File: src/sv/hvp_pkg.sv
// Shared types, register indexes and mode codes for the HV precharge controller.
package hvp_pkg;

	localparam int unsigned CFG_IDX_W  = 3;
	localparam int unsigned CFG_DATA_W = 14;

	typedef enum logic [CFG_IDX_W-1:0] {
		CFG_CTRL_TEMP_LIMIT  = 3'd0,
		CFG_MOTOR_TEMP_LIMIT = 3'd1,
		CFG_MIN_PACK_VOLTAGE = 3'd2,
		CFG_PRECHARGE_TOL    = 3'd3,
		CFG_TILT_LIMIT       = 3'd4
	} cfg_idx_t;

	// reset values of the configuration registers
	localparam logic signed [11:0] RST_CTRL_TEMP_LIMIT  = 12'sd800;
	localparam logic signed [11:0] RST_MOTOR_TEMP_LIMIT = 12'sd1200;
	localparam logic [13:0]        RST_MIN_PACK_VOLTAGE = 14'd800;
	localparam logic [6:0]         RST_PRECHARGE_TOL    = 7'd10;
	localparam logic [10:0]        RST_TILT_LIMIT       = 11'd450;

	// percent scale of the voltage gap test
	localparam logic signed [22:0] GAP_SCALE = 23'sd100;

	// encoded mode as seen on the result beat
	localparam logic [1:0] HV_OFF        = 2'd0;
	localparam logic [1:0] HV_PRECHARGE  = 2'd1;
	localparam logic [1:0] HV_ON         = 2'd2;
	localparam logic [1:0] HV_FAULT      = 2'd3;

	typedef enum logic [3:0] {
		MODE_OFF        = 4'b0001,
		MODE_PRECHARGING = 4'b0010,
		MODE_ON         = 4'b0100,
		MODE_ERROR      = 4'b1000
	} mode_t;

	typedef struct packed {
		logic signed [11:0] controller_temp_limit;
		logic signed [11:0] motor_temp_limit;
		logic [13:0]        min_pack_voltage;
		logic [6:0]         precharge_tolerance_percent;
		logic [10:0]        tilt_limit;
	} cfg_t;

	typedef struct packed {
		logic               hv_switch_on;
		logic               cells_ready;
		logic [13:0]        pack_voltage;
		logic [13:0]        controller_voltage;
		logic signed [11:0] controller_temp;
		logic signed [11:0] motor_temp;
		logic signed [11:0] yaw;
		logic signed [11:0] roll;
	} in_t;

	typedef struct packed {
		logic [1:0] hv_mode;
		logic       contactor_closed;
		logic       precharge_closed;
		logic       mode_changed;
	} out_t;

	function automatic logic [1:0] mode_code(mode_t m);
		logic [1:0] c;
		case (m)
			MODE_OFF:         c = HV_OFF;
			MODE_PRECHARGING: c = HV_PRECHARGE;
			MODE_ON:          c = HV_ON;
			MODE_ERROR:       c = HV_FAULT;
			default:          c = HV_OFF;
		endcase
		return c;
	endfunction

endpackage

File: src/sv/hvp_cfg_regs.sv
// Configuration register bank of the HV precharge controller.
module hvp_cfg_regs
	import hvp_pkg::*;
(
	input  logic                  clk,
	input  logic                  arst_n,
	input  logic                  wr_en,
	input  logic [CFG_IDX_W-1:0]  index,
	input  logic [CFG_DATA_W-1:0] data,
	output cfg_t                  cfg
);

	cfg_t cfg_q;

	always_ff @(posedge clk or negedge arst_n) begin
		if (!arst_n) begin
			cfg_q.controller_temp_limit       <= RST_CTRL_TEMP_LIMIT;
			cfg_q.motor_temp_limit            <= RST_MOTOR_TEMP_LIMIT;
			cfg_q.min_pack_voltage            <= RST_MIN_PACK_VOLTAGE;
			cfg_q.precharge_tolerance_percent <= RST_PRECHARGE_TOL;
			cfg_q.tilt_limit                  <= RST_TILT_LIMIT;
		end else if (wr_en) begin
			case (index)
				CFG_CTRL_TEMP_LIMIT:  cfg_q.controller_temp_limit       <= $signed(data[11:0]);
				CFG_MOTOR_TEMP_LIMIT: cfg_q.motor_temp_limit            <= $signed(data[11:0]);
				CFG_MIN_PACK_VOLTAGE: cfg_q.min_pack_voltage            <= data[13:0];
				CFG_PRECHARGE_TOL:    cfg_q.precharge_tolerance_percent <= data[6:0];
				CFG_TILT_LIMIT:       cfg_q.tilt_limit                  <= data[10:0];
				default: ; // unused index, write dropped
			endcase
		end
	end

	assign cfg = cfg_q;

endmodule

File: src/sv/hvp_next_mode.sv
// Next-mode logic: temperature, tilt and precharge-complete checks.
module hvp_next_mode
	import hvp_pkg::*;
(
	input  mode_t mode,
	input  in_t   smp,
	input  cfg_t  cfg,
	output mode_t next
);

	logic               unsafe_temp;
	logic               tilt;
	logic               pc_done;
	logic signed [14:0] diff;
	logic signed [22:0] gap;
	logic [20:0]        allow;
	logic signed [12:0] lim_p;
	logic signed [12:0] lim_n;
	logic signed [12:0] yaw_x;
	logic signed [12:0] roll_x;

	always_comb begin
		unsafe_temp = (smp.controller_temp >= cfg.controller_temp_limit) ||
		              (smp.motor_temp >= cfg.motor_temp_limit);

		lim_p  = $signed({2'b00, cfg.tilt_limit});
		lim_n  = -lim_p;
		yaw_x  = 13'(smp.yaw);
		roll_x = 13'(smp.roll);
		tilt   = (yaw_x > lim_p) || (yaw_x < lim_n) ||
		         (roll_x > lim_p) || (roll_x < lim_n);

		// negative gap (controller above pack) always passes
		diff  = $signed({1'b0, smp.pack_voltage}) - $signed({1'b0, smp.controller_voltage});
		gap   = 23'(diff) * GAP_SCALE;
		allow = 21'(smp.pack_voltage) * 21'(cfg.precharge_tolerance_percent);
		pc_done = smp.cells_ready && (gap <= $signed({2'b00, allow})) &&
		          (smp.pack_voltage > cfg.min_pack_voltage);

		next = mode;
		if (!smp.hv_switch_on) begin
			next = MODE_OFF;
		end else begin
			case (mode)
				MODE_OFF: next = MODE_PRECHARGING;
				MODE_PRECHARGING: begin
					if (unsafe_temp)  next = MODE_ERROR;
					else if (pc_done) next = MODE_ON;
				end
				MODE_ON: begin
					if (unsafe_temp || tilt) next = MODE_ERROR;
				end
				MODE_ERROR: next = MODE_ERROR;
				default:    next = MODE_OFF;
			endcase
		end
	end

endmodule

File: src/sv/hvp_top_dummy_placeholder.sv
// Result encoder: maps a mode transition onto the result beat fields.
module hvp_result_enc
	import hvp_pkg::*;
(
	input  mode_t old_mode,
	input  mode_t new_mode,
	output out_t  res
);

	always_comb begin
		res.hv_mode          = mode_code(new_mode);
		res.contactor_closed = (new_mode == MODE_ON);
		res.precharge_closed = (new_mode == MODE_PRECHARGING);
		res.mode_changed     = (new_mode != old_mode);
	end

endmodule

File: src/sv/hv_precharge_controller.sv
// HV precharge controller top level: input register, mode register, result register.
// A beat in the input register moves on to the result register, and so to out_data, once
// that register is free or draining; a held result blocks it until out_ready takes the result.
// Throughput: one beat per cycle while out_ready holds; the mode update loop sets that figure.
// While a result waits, in_ready stays high only as long as the input register is empty.
// Reset (arst_n low, asynchronous): mode off, both registers empty, config registers to defaults.
module hv_precharge_controller
	import hvp_pkg::*;
(
	input  logic                  clk,
	input  logic                  arst_n,
	input  logic                  in_valid,
	output logic                  in_ready,
	input  in_t                   in_data,
	output logic                  out_valid,
	input  logic                  out_ready,
	output out_t                  out_data,
	input  logic                  cfg_wr_en,
	input  logic [CFG_IDX_W-1:0]  cfg_index,
	input  logic [CFG_DATA_W-1:0] cfg_data
);

	cfg_t  cfg;
	logic  valid_s1;
	in_t   data_s1;
	mode_t mode_q;
	mode_t next_mode;
	out_t  res;
	logic  out_valid_q;
	out_t  out_q;
	logic  adv;

	hvp_cfg_regs u_cfg (
		.clk    (clk),
		.arst_n (arst_n),
		.wr_en  (cfg_wr_en),
		.index  (cfg_index),
		.data   (cfg_data),
		.cfg    (cfg)
	);

	hvp_next_mode u_next (
		.mode (mode_q),
		.smp  (data_s1),
		.cfg  (cfg),
		.next (next_mode)
	);

	hvp_result_enc u_enc (
		.old_mode (mode_q),
		.new_mode (next_mode),
		.res      (res)
	);

	// a beat in the input register moves on when the result register is free or draining
	assign adv      = valid_s1 && (!out_valid_q || out_ready);
	assign in_ready = !valid_s1 || adv;

	always_ff @(posedge clk or negedge arst_n) begin
		if (!arst_n) begin
			valid_s1 <= 1'b0;
		end else if (in_ready) begin
			valid_s1 <= in_valid;
		end
	end

	// payload register, no reset needed
	always_ff @(posedge clk) begin
		if (in_valid && in_ready) begin
			data_s1 <= in_data;
		end
	end

	// mode advances exactly once per beat, together with the result load
	always_ff @(posedge clk or negedge arst_n) begin
		if (!arst_n) begin
			mode_q      <= MODE_OFF;
			out_valid_q <= 1'b0;
		end else begin
			if (adv) begin
				mode_q      <= next_mode;
				out_valid_q <= 1'b1;
			end else if (out_ready) begin
				out_valid_q <= 1'b0;
			end
		end
	end

	always_ff @(posedge clk) begin
		if (adv) begin
			out_q <= res;
		end
	end

	assign out_valid = out_valid_q;
	assign out_data  = out_q;

	// error is only entered from precharging or on
	a_err_entry: assert property (@(posedge clk) disable iff (!arst_n)
		(adv && next_mode == MODE_ERROR && mode_q != MODE_ERROR) |->
		(mode_q == MODE_PRECHARGING || mode_q == MODE_ON))
		else $error("error entered from off");

	// switch low forces off on the next cycle
	a_sw_off: assert property (@(posedge clk) disable iff (!arst_n)
		(adv && !data_s1.hv_switch_on) |=> (mode_q == MODE_OFF))
		else $error("switch low did not return to off");

	// a held result always reflects the current mode
	a_res_mode: assert property (@(posedge clk) disable iff (!arst_n)
		out_valid_q |-> (out_q.hv_mode == mode_code(mode_q)))
		else $error("result mode out of step with mode register");

	// contactor and precharge relay drives follow the mode register
	a_drives: assert property (@(posedge clk) disable iff (!arst_n)
		out_valid_q |-> ((out_q.contactor_closed == (mode_q == MODE_ON)) &&
		                 (out_q.precharge_closed == (mode_q == MODE_PRECHARGING))))
		else $error("relay drives out of step with mode");

endmodule
File: config.mk
export PLATFORM = sky130hd
export DESIGN_NAME = hv_precharge_controller
export DESIGN_NICKNAME = d
export VERILOG_FILES = /design/src/sv/hvp_pkg.sv /design/src/sv/hvp_cfg_regs.sv /design/src/sv/hvp_next_mode.sv /design/src/sv/hvp_top_dummy_placeholder.sv /design/src/sv/hv_precharge_controller.sv
export SDC_FILE = /design/constraint.sdc
export NUM_CORES = 1
export LEC_CHECK = 0
export BUFFER_PORTS_ARGS = -buffer_cell sky130_fd_sc_hd__buf_2
export CAP_MARGIN = 20
export CORE_ASPECT_RATIO = 0.8
export CORE_MARGIN = 8
export CORE_UTILIZATION = 40
export DETAILED_ROUTE_END_ITERATION = 8
export GPL_ROUTABILITY_DRIVEN = 0
export PLACE_DENSITY = 0.56
export SLEW_MARGIN = 5
export SYNTH_ARGS = -nofsm -noshare
export SYNTH_HDL_FRONTEND = slang
export SYNTH_SLANG_ARGS = --single-unit
export TNS_END_PERCENT = 1
File: constraint.sdc
create_clock -name clk -period 9.03 [get_ports clk]
set_input_delay 0.903 -clock clk [delete_from_list [all_inputs] [get_ports clk]]
set_output_delay 0.903 -clock clk [all_outputs]
set_load 0.02 [all_outputs]
* Word-level counts from Yosys, hierarchy flattened *
Cells that the tools add are included.

storage, ports and cells
  register bits = 145
  input port bits = 100
  output and inout port bits = 7
  logic and storage cells = 72

operators by class
  add/sub/neg operators = 2
  multiply operators = 2
  magnitude comparators = 8
  equal/unequal tests = 12
  mux-type cells = 8
  reduce and logical (&&, ||, !) cells = 20

operator list
  kind                                                                   count
  12-bit by 13-bit < comparator with 1-bit output                        2
  12-bit greater-or-equal comparator                                     2
  12-bit > comparator                                                    2
  23-bit by 22-bit <= comparator with 1-bit output                       1
  14-bit by 7-bit multiplier with 21-bit output                          1
  15-bit by 6-bit multiplier with 21-bit output (second input constant)  1
  4-bit 2-to-1 mux                                                       4
  4-bit case mux with 4 select lines                                     1
  14-bit by 14-bit subtractor with 15-bit output                         1
  14-bit > comparator                                                    1
  11-bit negator with 13-bit output                                      1
  2-bit AND reduction                                                    5
  4-bit by 2-bit == test with 1-bit output (second input constant)       2
  4-bit by 3-bit == test with 1-bit output (second input constant)       2
  4-bit == test (second input constant)                                  2
  1-bit logical OR                                                       7
  3-bit by 2-bit == test with 1-bit output (second input constant)       2
  2-bit case mux with 3 select lines                                     1
  4-bit by 1-bit == test with 1-bit output (second input constant)       1
  1-bit logical AND                                                      4
  4-bit inequality test                                                  1
  3-bit by 1-bit == test with 1-bit output (second input constant)       1
  3-bit == test (second input constant)                                  1
  3-bit zero test                                                        1
  3 further kinds                                                        5

* Depth between registers and ports, before layout *
Gate-level depths: netlist of the first run.

  depth in word-level cells = 11
  depth in mapped cells = 33

* By module *
A second synthesis of the first run with hierarchy kept.

second synthesis, totals
  cell total of the unflattened synthesis = 1,200
  area, all modules = 12,771.0 µm²

modules (own cells, without submodules)
  module                   times used  cells each  area an instance (µm²)  seq. area each (µm²)
  hvp_next_mode            1           966         7,753.7                 0.0
  hv_precharge_controller  1           100         2,760.1                 2,643.8
  hvp_cfg_regs             1           122         2,165.8                 1,421.4
  hvp_result_enc           1           12          91.3                    0.0

* Worst setup path before layout of the first run *
OpenSTA, ideal clock, no wires.

  kind = register -> register
  from = reg u_cfg.cfg_q, in the netlist u_cfg.cfg[14]
  to = reg out_q, in the netlist out_data[0] (data pin)
  setup time = 162 ps
  data arrival time = 6,211 ps
  setup slack = 2,657 ps
  stages on the path, launching flop included = 28
  clock period less this slack = 6,373 ps
  path through = dfstp_2 > clkbuf_1 > nand2_1 > fa_1 > fa_1 > inv_1 > fa_1 > inv_1 > fa_1 > inv_1 > ha_1 > o21ai_0 > o21ai_1 > o311a_2 > a41o_1 > o41a_1 > a41o_1 > nor2_1 > xor2_1 > ha_1 > nand4_1 > nor4_1 > a41oi_1 > o21ai_0 > nand4_1 > a211o_1 > a32o_1 > o2111ai_1

RTL lines
  what                  line                           RTL
  start, declared       hvp_cfg_regs.sv:13             cfg_t cfg_q;
  end signal, assigned  hv_precharge_controller.sv:91  out_q <= res;
  end, declared         hv_precharge_controller.sv:30  out_t out_q;

==> summary.txt, run 1 <==
Timing
  – Fin. max-slew vios: 0
  – RSZ-0062 raised after global routing: false
  – Fin. Hold Viols: 0
  – Rel. slew slack: 44.9%
  – Fmax: 132 MHz
  – Period Utilization, post-route: 84.1%
  – Worst Tran Pin Value: 0.825 ns
  – Setup tns final: 0 ns
  – Clk_skew: between 0.015 and 0.02 ns
  – Final number of setup-violating endpoints: 0
  – Fin crit period: 7.59 ns

Clock network
  – Post-CTS Setup Inserts: 0
  – Root Buffer Master: clkbuf_16
  – Worst-Skew Late Latency: 0.44 ns
  – Clock-pin slew on the worst setup and hold paths: approximately 0.07 ns
  – Number of H-tree levels: 4
  – Clock sinks: about 150
  – TritonCTS clock tree: yes
  – CTS max path bufs: 2
  – CTS Buf Count: 17
  – CTS resizes: 0
  – # hold bufs at CTS: 0

Power and ir drop
  – Pwr Total: 5.35 mW
  – Logic pwr share: 68.5%
  – Leakage Power: 6.69 nW
  – Sequential Power Share: 16.6%
  – PD cells: approximately 370 nW/um2
  – Internal power: around 2.9 mW
  – Clock share of power: 14.9%
  – Maximum vdd drop: 0.000269 V
  – Net Sw Power: 2.44 mW
  – Switching share of power: 45.7%

Setup path
  – CP startpoint kind: flip-flop
  – Family with the most delay on the worst path: compound AO/OA/AOI/OAI gates
  – CP bufs+invs: 1
  – Setup CP Type: reg -> reg
  – CP max stage cell: edfxtp_1
  – Register-to-register setup slack: 1.44 ns
  – Worst-path fanout max: 10
  – Crit end category: flip-flop
  – CP dominant cell by count: o21ai_0
  – Reg2Reg Depth: 29
  – Reg2reg end: out_data[3]$_DFFE_PP_
  – CP required: 9.22 ns
  – Critical R2R Launch: data_s1[63]$_DFFE_PP_
  – Critical Path AT: approximately 7.8 ns
  – Critical Path Max Stage Delay: 0.64 ns

Final layout
  – Fillers: 2973
  – Final Instance Area: 14300 um2
  – Nets: approximately 1800
  – # diodes: 0
  – Most common cell after layout, fill and taps aside: ha_1
  – Area of the multi-input gates: 7870 um2
  – Most frequent cells in the layout: ha_1 (203), inv_1 (166), nand2_1 (116), buf_2 (106), o21ai_0 (84)
  – Area occupied by registers: between 4000 and 5000 um2
  – Share of layout cells above drive strength 1: 13.4%
  – Area growth, synth to finish: 13.5%
  – Fin util: 45.8%

Hold path
  – Hold crit path type: reg -> reg
  – HP Start: valid_s1$_DFFE_PN0N_
  – Hold Path Sink: out_valid$_DFFE_PN0P_
  – Worst hold path stage count: 1

Route
  – Final WL: 30.0 mm
  – Vias/cell: 5.08
  – Drt pass-1 iters: 5
  – Vias: 9202
  – DR WL/cell: 16.6 um
  – Post-route ant nets: 0
  – Drt initial violations: 476
  – # DRC: 0

Floorplanning
  – Row count: 58
  – Die area: 37500 um2
  – Die W: 215 um
  – Initial Utilization: 40.3%
  – I/O pins: 107
  – Core Region: 31300 um2
  – Die H: 175 um

Place
  – Input/output buffers: 106
  – Hpwl dp: 23.9 mm
  – Placement Cell Area: 13700 um2

Synth
  – Top_reg_cell synth: edfxtp_1
  – Post-synthesis instance area: around 13000 um2
  – Syn Nets: 1639
  – Syn Area/Cell: 9.97 um2
  – Synth Register Bits: 145
  – Cells after Synth: 1265
  – Sequential share of the synthesized area: 32.2%
  – Async S/R FF share, synth: between 40 and 50%
  – EDFF count, synth: 83
  – Cell variety after synth: between 50 and 60
  – Yosys warnings: 0

Global route
  – Pin count of the biggest net entering global routing: 63
  – First-pass GRT wire length: between 40 and 50 mm
  – Total gr overflow: 0
  – Number of global-route vias before repair: 9404
  – Initial antenna violation count: 0
  – Tot GR Track Use: ~16%

Run
  – Max Cap Viol: 0

Status
  – Status: finished, final reports clean
==> cell usage after synthesis (11+ instances only) <==
cell	count	share of area (%)
ha_1	203	20
a211oi_1	15	0.89
and2_1	71	3.5
nand3_1	23	0.91
nand4_1	14	0.69
edfxtp_1	83	20
dfrtp_1	45	8.9
a21oi_1	50	2.0
xor2_1	20	1.4
clkbuf_1	18	0.54
inv_1	166	4.9
mux2_2	11	0.98
nor2b_1	16	0.79
o21ai_0	84	3.3
dfstp_2	17	3.5
nor3_1	21	0.83
nand2b_1	16	0.79
nor2_1	53	1.6
nand2_1	116	3.5
a21o_1	15	0.89
xnor2_1	29	2.0
fa_1	71	11
==> metal layers <==
layer  vias up  GRT usage, %  share of wire (%)
met2       146          24.8                 43
met5         -             0                  0
met4         0          4.39                1.7
li1       4621             -                  -
met1      4405          23.6                 52
met3        30          3.20                3.7
==> worst max path at each step <==
stage                                         start                     to  slack (ns)  cells past startpoint
after floorplan           u_cfg.cfg[14]$_DFFE_PN1P_  out_data[0]$_DFFE_PP_        2.66                     27
after global placement        data_s1[62]$_DFFE_PP_  out_data[3]$_DFFE_PP_        1.76                     31
after detailed placement      data_s1[63]$_DFFE_PP_  out_data[3]$_DFFE_PP_        1.52                     29
after CTS                     data_s1[63]$_DFFE_PP_  out_data[3]$_DFFE_PP_        1.47                     29
after global routing          data_s1[63]$_DFFE_PP_  out_data[1]$_DFFE_PP_        0.72                     29
final                         data_s1[63]$_DFFE_PP_  out_data[3]$_DFFE_PP_        1.44                     29
==> power by group through the flow <==
stage	combinational [mW]	sequential [mW]	clock (mW)
5_1_grt	4.24	0.902	0.844
2_1_floorplan	2.88	0.859	0
3_3_place_gp	3.60	0.899	0
4_1_cts	3.68	0.889	0.819
6_report	3.66	0.888	0.798
3_5_place_dp	3.64	0.900	0
==> sequential cells by signal, indices dropped and copies added (netlist names) <==
register and flops:
data_s1 78, u_cfg.cfg 56, out_data 5, mode_q 4
out_valid 1, valid_s1 1
==> area by class of cell <==
cell class,instances,share of cell area (%)
clock buffers,19,3.24
clock inverters,13,1.35
inverters,166,4.35
multi-input cells,936,55.0
flip-flops and latches,145,28.4
well taps,420,3.67
repair buffers,112,4.02
==> kinds of logic (layout without fill, tap and decap cells) <==
| logic type | Yosys count | after routing | synth area share [%] |
|---|---|---|---|
| AOI/OAI and AO/OA | 231 | 231 | 11.7 |
| xor gates and xnor gates | 49 | 49 | 3.40 |
| adders and majority gates | 274 | 274 | 31.4 |
| buffers and inverters | 184 | 310 | 5.47 |
| DFF | 145 | 145 | 32.2 |
| muxes | 11 | 11 | 0.982 |
| and+or+nand+nor | 371 | 371 | 14.8 |
==> through the flow <==
stage / hold slack [ns] / cells / worst slack, ns
6_report: 0.510 / 1811 / 1.44
5_1_grt: 0.530 / 1811 / 0.719
4_1_cts: 0.515 / 1811 / 1.47
3_5_place_dp: 0.505 / 1779 / 1.52
3_3_place_gp: 0.475 / 1778 / 1.76
2_1_floorplan: 0.457 / 1265 / 2.66
Power figures use the tool's default switching activity.
==> run 2: changes to the inputs <==
==> constraint.sdc (replaced) <==
create_clock -name clk -period 7.5 [get_ports clk]
set_input_delay 0.75 -clock clk [delete_from_list [all_inputs] [get_ports clk]]
set_output_delay 0.75 -clock clk [all_outputs]
set_load 0.02 [all_outputs]
==> run 2 against run 1 <==
Cell count increased by 1.1%. Worst hold slack got worse by 0.035 ns. Sequential power up 18%. Maximum frequency grew 6.6%. Clock skew is 0.0087 ns lower. Via count up 0.89%. Critical path depth stayed put. Clock-buffer cell count up 1. Highest routed layer unchanged. Non-clock buffer count is 20 higher. Sequential share of layout area is 0.26 points lower. Flip-flop and latch count stayed put. Combinational power increased by 25%.
==> summary.txt, run 2 (synthesized netlist as in run 1, its figures left out) <==
Setup path
  – Setup CP Type: reg -> reg (unchanged)
  – Critical Path Max Stage Delay: 0.56 ns (was 0.64 ns)
  – Worst-path fanout max: 6 (was 10)
  – CP max stage cell: fa_1 (was edfxtp_1)
  – CP bufs+invs: 6 (was 1)
  – Family with the most delay on the worst path: adder cells (was compound AO/OA/AOI/OAI gates)
  – CP dominant cell by count: fa_1 (was o21ai_0)
  – Crit end category: flip-flop (unchanged)
  – CP startpoint kind: flip-flop (unchanged)
  – Critical Path AT: 7.38 ns (was 7.78 ns)
  – CP required: 7.75 ns (was 9.22 ns)

Timing
  – Fin crit period: 7.13 ns (was 7.59 ns)
  – Setup tns final: 0 ns (unchanged)
  – Final number of setup-violating endpoints: 0 (unchanged)
  – Clk_skew: 0.00819 ns (was 0.0169 ns)
  – Worst Tran Pin Value: 0.863 ns (was 0.825 ns)
  – Fin. Hold Viols: 0 (unchanged)
  – Fin. max-slew vios: 0 (unchanged)
  – Period Utilization, post-route: 95.0% (was 84.1%)
  – Final setup margin: 0.374 ns (was 1.44 ns)
  – Rel. slew slack: 41.9% (was 44.9%)
  – Fmax: 140 MHz (was 132 MHz)

Route
  – Final WL: 30.4 mm (was 30.0 mm)
  – Drt pass-1 iters: 5 (unchanged)
  – Vias/cell: 5.07 (was 5.08)
  – Vias: 9284 (was 9202)
  – DR WL/cell: 16.6 um (about the same)
  – # DRC: 0 (unchanged)
  – Post-route ant nets: 0 (unchanged)
  – Drt initial violations: 457 (was 476)

Final layout
  – Most common cell after layout, fill and taps aside: ha_1 (unchanged)
  – Post-Layout Cell Count: 1831 (was 1811)
  – Max FFs per register: 78 (unchanged)
  – Fillers: 3015 (was 2973)
  – Area growth, synth to finish: 14.6% (was 13.5%)
  – Nets: 1772 (was 1752)
  – # diodes: 0 (unchanged)
  – Reg with most FFs: data_s1 (unchanged)
  – Most frequent cells in the layout: ha_1 (203), inv_1 (166), nand2_1 (116), buf_2 (106), edfxtp_1 (83) (was ha_1 (203), inv_1 (166), nand2_1 (116), buf_2 (106), o21ai_0 (84))
  – Share of layout cells above drive strength 1: 15.5% (was 13.4%)

Floorplanning
  – Initial Utilization: 40.3% (unchanged)
  – I/O pins: 107 (unchanged)
  – Die H: 175 um (unchanged)
  – Row count: 58 (unchanged)
  – Die area: 37500 um2 (unchanged)
  – Die W: 215 um (unchanged)
  – Core Region: 31300 um2 (unchanged)

Power and ir drop
  – Leakage Power: 6.76 nW (was 6.69 nW)
  – Pwr Total: 6.44 mW (was 5.35 mW)
  – PD cells: 445 nW/um2 (was 374 nW/um2)
  – Maximum vdd drop: 0.000369 V (was 0.000269 V)

Place
  – Dpl ws: 0.191 ns (was 1.52 ns)
  – Input/output buffers: 106 (unchanged)
  – Placed insts: 1791 (was 1779)
  – Hpwl dp: 24.2 mm (was 23.9 mm)

Clock network
  – CTS Buf Count: 17 (unchanged)
  – Clock sinks: 145 (unchanged)
  – CTS max path bufs: 2 (unchanged)
  – Number of H-tree levels: 4 (unchanged)
  – TritonCTS clock tree: yes (unchanged)
  – Clock-pin slew on the worst setup and hold paths: 0.07 ns (about the same)
  – Worst-Skew Late Latency: 0.44 ns (about the same)
  – Root Buffer Master: clkbuf_16 (unchanged)

Run
  – Max Cap Viol: 0 (unchanged)

Global route
  – Total gr overflow: 0 (unchanged)
  – First-pass GRT wire length: 50.0 mm (was 49.5 mm)
  – Tot GR Track Use: 16.5% (was 16.4%)
  – Initial antenna violation count: 0 (unchanged)
  – Number of global-route vias before repair: 9393 (was 9404)
  – Pin count of the biggest net entering global routing: 63 (unchanged)

Status
  – Status: finished, final reports clean (unchanged)

Hold path
  – Hold crit path type: in -> async (was reg -> reg)
run 2: changes by cell type in the layout (fill, tap and decap cells not counted), sizes merged:
| cell | change |
|---|---|
| inv | -1 |
| bufinv | -3 |
| clkinvlp | +3 |
| buf | +20 |
| clkbuf | +1 |
run 2: cell type report:
type | instances | area (um2) | share of cell area [%]
clock buffers | 20 | 447 | 3.09
clock inverters | 12 | 106 | 0.736
inverters | 166 | 623 | 4.31
multi-input cells | 936 | 7960 | 55.1
flip-flops and latches | 145 | 4070 | 28.1
well taps | 420 | 526 | 3.64
repair buffers | 132 | 726 | 5.02
run 2: worst paths after layout:
path | start | end | slack [ns] | cells past startpoint
max | data_s1[63]$_DFFE_PP_ | out_data[0]$_DFFE_PP_ | 0.37 | 29
min | arst_n | u_cfg.cfg[48]$_DFFE_PN0P_ | 0.48 | 2
max reg2reg | data_s1[63]$_DFFE_PP_ | out_data[0]$_DFFE_PP_ | 0.37 | 29
min reg2reg | valid_s1$_DFFE_PN0N_ | out_valid$_DFFE_PN0P_ | 0.50 | 1
max in group asynchronous | arst_n | u_cfg.cfg[0]$_DFFE_PN0P_ | 6.50 | 2
min in group clk | in_data[76] | data_s1[76]$_DFFE_PP_ | 0.48 | 1
run 2: per-stage QoR:
step,instance area (um2),utilization [%],hold WS (ns)
after detailed placement,13800,44.0,0.486
after floorplan,12600,-,0.454
after CTS,14300,45.7,0.465
after global placement,13700,43.9,0.475
final,14500,46.2,0.475
after global routing,14500,46.2,0.464
run 2: metal layers:
metal	track usage (%)	vias to the layer above	wire, um
met2	24.1	152	13000
met5	0	-	0
met4	4.85	0	462
li1	-	4667	-
met1	24.3	4439	15800
met3	3.27	26	1160
run 2: timing repair:
action | in CTS | in global routing
resized for setup | 0 | 19
setup endpoints to repair | 0 | 7
hold buffers | 0 | 0
setup buffers | 0 | 8
run 2: power by group:
part / switching (mW) / internal, mW
registers: 0.0770 / 0.969
logic: 2.55 / 2.01
clock network: 0.365 / 0.466
==> run 3: changes to the inputs <==
--- a/config.mk
+++ b/config.mk
@@ -10,9 +10,11 @@
 export CORE_ASPECT_RATIO = 0.8
 export CORE_MARGIN = 8
 export CORE_UTILIZATION = 40
+export CTS_CLUSTER_DIAMETER = 150
 export DETAILED_ROUTE_END_ITERATION = 8
 export GPL_ROUTABILITY_DRIVEN = 0
 export PLACE_DENSITY = 0.56
+export RECOVER_POWER = 100
 export SLEW_MARGIN = 5
 export SYNTH_ARGS = -nofsm -noshare
 export SYNTH_HDL_FRONTEND = slang
==> run 3 against run 2 <==
The flow now finishes with violations (max-capacitance violations, max-slew violations). Critical path depth stayed put. Combinational power hardly changed. Non-clock buffer count stayed put. Via count is 0.38% higher. Worst hold slack better by 0.0077 ns. Critical path type unchanged. Highest routed layer unchanged.
==> summary.txt, run 3 (synthesized netlist as in run 1, its figures left out) <==
Final layout
  – Area occupied by registers: 4070 um2 (unchanged)
  – Most common cell after layout, fill and taps aside: ha_1 (unchanged)
  – Most frequent cells in the layout: ha_1 (203), inv_1 (166), nand2_1 (116), buf_2 (95), edfxtp_1 (83) (was ha_1 (203), inv_1 (166), nand2_1 (116), buf_2 (106), edfxtp_1 (83))
  – Nets: 1772 (unchanged)
  – Reg with most FFs: data_s1 (unchanged)
  – Fillers: 3039 (was 3015)
  – Area of the multi-input gates: 7940 um2 (was 7960 um2)
  – Max FFs per register: 78 (unchanged)
  – Area growth, synth to finish: 14.1% (was 14.6%)
  – # diodes: 0 (unchanged)
  – Post-Layout Cell Count: 1831 (unchanged)
  – Fin util: 46.0% (was 46.2%)
  – Share of layout cells above drive strength 1: 14.0% (was 15.5%)

Global route
  – Tot GR Track Use: 16.5% (unchanged)
  – Initial antenna violation count: 0 (unchanged)
  – Pin count of the biggest net entering global routing: 63 (unchanged)
  – First-pass GRT wire length: 50.0 mm (unchanged)
  – Number of global-route vias before repair: 9393 (unchanged)
  – Total gr overflow: 0 (unchanged)

Power and ir drop
  – Pwr Total: 6.46 mW (was 6.44 mW)
  – Leakage Power: 6.70 nW (was 6.76 nW)
  – Maximum vdd drop: 0.000382 V (was 0.000369 V)
  – PD cells: 449 nW/um2 (was 445 nW/um2)

Floorplanning
  – Core Region: 31300 um2 (unchanged)
  – Die W: 215 um (unchanged)
  – Die H: 175 um (unchanged)
  – I/O pins: 107 (unchanged)
  – Row count: 58 (unchanged)
  – Initial Utilization: 40.3% (unchanged)
  – Die area: 37500 um2 (unchanged)

Route
  – Post-route ant nets: 0 (unchanged)
  – Drt pass-1 iters: 6 (was 5)
  – # DRC: 0 (unchanged)
  – Final WL: 30.4 mm (about the same)
  – Vias: 9319 (was 9284)
  – Vias/cell: 5.09 (was 5.07)
  – Drt initial violations: 435 (was 457)
  – DR WL/cell: 16.6 um (about the same)

Clock network
  – CTS max path bufs: 2 (unchanged)
  – TritonCTS clock tree: yes (unchanged)
  – CTS Buf Count: 17 (unchanged)
  – Clock sinks: 145 (unchanged)
  – Clock-pin slew on the worst setup and hold paths: 0.07 ns (about the same)
  – Number of H-tree levels: 4 (unchanged)
  – Worst-Skew Late Latency: 0.44 ns (about the same)
  – Root Buffer Master: clkbuf_16 (unchanged)
  – # hold bufs at CTS: 0 (unchanged)

Timing
  – Rel. slew slack: -123% (was 41.9%)
  – Fin. Hold Viols: 0 (unchanged)
  – Final setup margin: 0.354 ns (was 0.374 ns)
  – Fmax: 140 MHz (about the same)
  – Final number of setup-violating endpoints: 0 (unchanged)
  – Worst Tran Pin Value: 3.34 ns (was 0.863 ns)
  – Fin crit period: 7.15 ns (was 7.13 ns)
  – Fin. max-slew vios: 147 (was 0)
  – Period Utilization, post-route: 95.3% (was 95.0%)
  – Clk_skew: 0.00825 ns (was 0.00819 ns)

Setup path
  – Critical Path AT: 7.39 ns (was 7.38 ns)
  – Setup CP Type: reg -> reg (unchanged)
  – Worst-path fanout max: 6 (unchanged)
  – Register-to-register setup slack: 0.35 ns (was 0.37 ns)
  – Worst setup endpoint: out_data[0]$_DFFE_PP_ (unchanged)
  – Reg2Reg Depth: 29 (unchanged)
  – Crit path from: data_s1[63]$_DFFE_PP_ (unchanged)
  – Critical Path Max Stage Delay: 0.56 ns (about the same)
  – Reg2reg end: out_data[0]$_DFFE_PP_ (unchanged)
  – CP max stage cell: fa_1 (unchanged)
  – CP required: 7.75 ns (about the same)
  – CP startpoint kind: flip-flop (unchanged)
  – Critical R2R Launch: data_s1[63]$_DFFE_PP_ (unchanged)
  – Crit end category: flip-flop (unchanged)
  – CP dominant cell by count: fa_1 (unchanged)

Run
  – Max Cap Viol: 4 (was 0)

Status
  – Failing checks: max-capacitance violations, max-slew violations
  – Status: complete, but fails checks (was finished, final reports clean)

Place
  – Input/output buffers: 106 (unchanged)
  – Dpl ws: 0.191 ns (unchanged)
  – Hpwl dp: 24.2 mm (unchanged)
  – Placed insts: 1791 (unchanged)

Hold path
  – Hold crit path type: in -> reg (was in -> async)
==> run 3: cell types whose count changed in the layout (fill, tap and decap cells not counted) <==
cell | before | now
buf_4 | 26 | 20
nor3_1 | 20 | 21
clkbuf_1 | 2 | 19
and2_0 | 0 | 1
a2111oi_2 | 1 | 0
and2_4 | 1 | 0
buf_2 | 106 | 95
a2111oi_0 | 1 | 2
nor3_2 | 1 | 0
nor3b_2 | 1 | 0
nor3b_1 | 2 | 3
==> run 3: how the worst min path moves through the flow <==
stage | start | to | slack [ns] | depth (start not counted)
floorplan | arst_n | mode_q[1]$_DFFE_PN0P_ | 0.45 | 0
global placement | valid_s1$_DFFE_PN0N_ | out_valid$_DFFE_PN0P_ | 0.48 | 1
detailed placement | valid_s1$_DFFE_PN0N_ | out_valid$_DFFE_PN0P_ | 0.49 | 1
global route | in_data[36] | data_s1[36]$_DFFE_PP_ | 0.46 | 1
finish | in_data[76] | data_s1[76]$_DFFE_PP_ | 0.48 | 1
CTS | in_data[76] | data_s1[76]$_DFFE_PP_ | 0.47 | 1
==> run 3: report_power, final <==
group          switching, mW  internal (mW)
Sequential            0.0771          0.972
Combinational           2.57           2.01
Clock                  0.365          0.466
Total                   3.01           3.45
==> run 3: stage by stage <==
| step | area, um2 | TNS, ns | hold slack (ns) |
|---|---|---|---|
| 6_report | 14400 | 0 | 0.483 |
| 3_3_place_gp | 13700 | 0 | 0.475 |
| 2_1_floorplan | 12600 | 0 | 0.454 |
| 4_1_cts | 14300 | 0 | 0.465 |
| 5_1_grt | 14400 | -0.00350 | 0.464 |
| 3_5_place_dp | 13800 | 0 | 0.486 |
==> run 3: worst max-delay path: cells and delay by family (launching register included) <==
| family | cells | cell delay [ns] |
|---|---|---|
| AOI/OAI and AO/OA | 10 | 2.10 |
| xor gates and xnor gates | 1 | 0.14 |
| adders and majority gates | 6 | 2.66 |
| buffers and inverters | 6 | 0.67 |
| DFF | 1 | 0.51 |
| and+or+nand+nor | 6 | 0.89 |
==> run 3: final cells by class <==
type	count	area share, %
tap	420	3.65
clock buffer	20	3.10
clock inverter	12	0.739
multi-input combinational	936	55.2
inverter	166	4.33
sequential	145	28.2
timing repair buffer	132	4.79
==> run 3: timing repair <==
| action | 4_1_cts | 5_1_grt |
|---|---|---|
| hold endpoints to repair | 0 | 0 |
| endpoints found under the setup margin | 0 | 7 |
| gates resized for setup | 0 | 19 |
| buffers inserted | 0 | 8 |
==> run 3: routing by layer <==
metal	vias to the layer above	track usage, %	routed length, um
li1	4667	-	-
met1	4465	24.3	15900
met2	161	24.1	13000
met3	26	3.27	1120
met4	0	4.85	475
met5	-	0	0
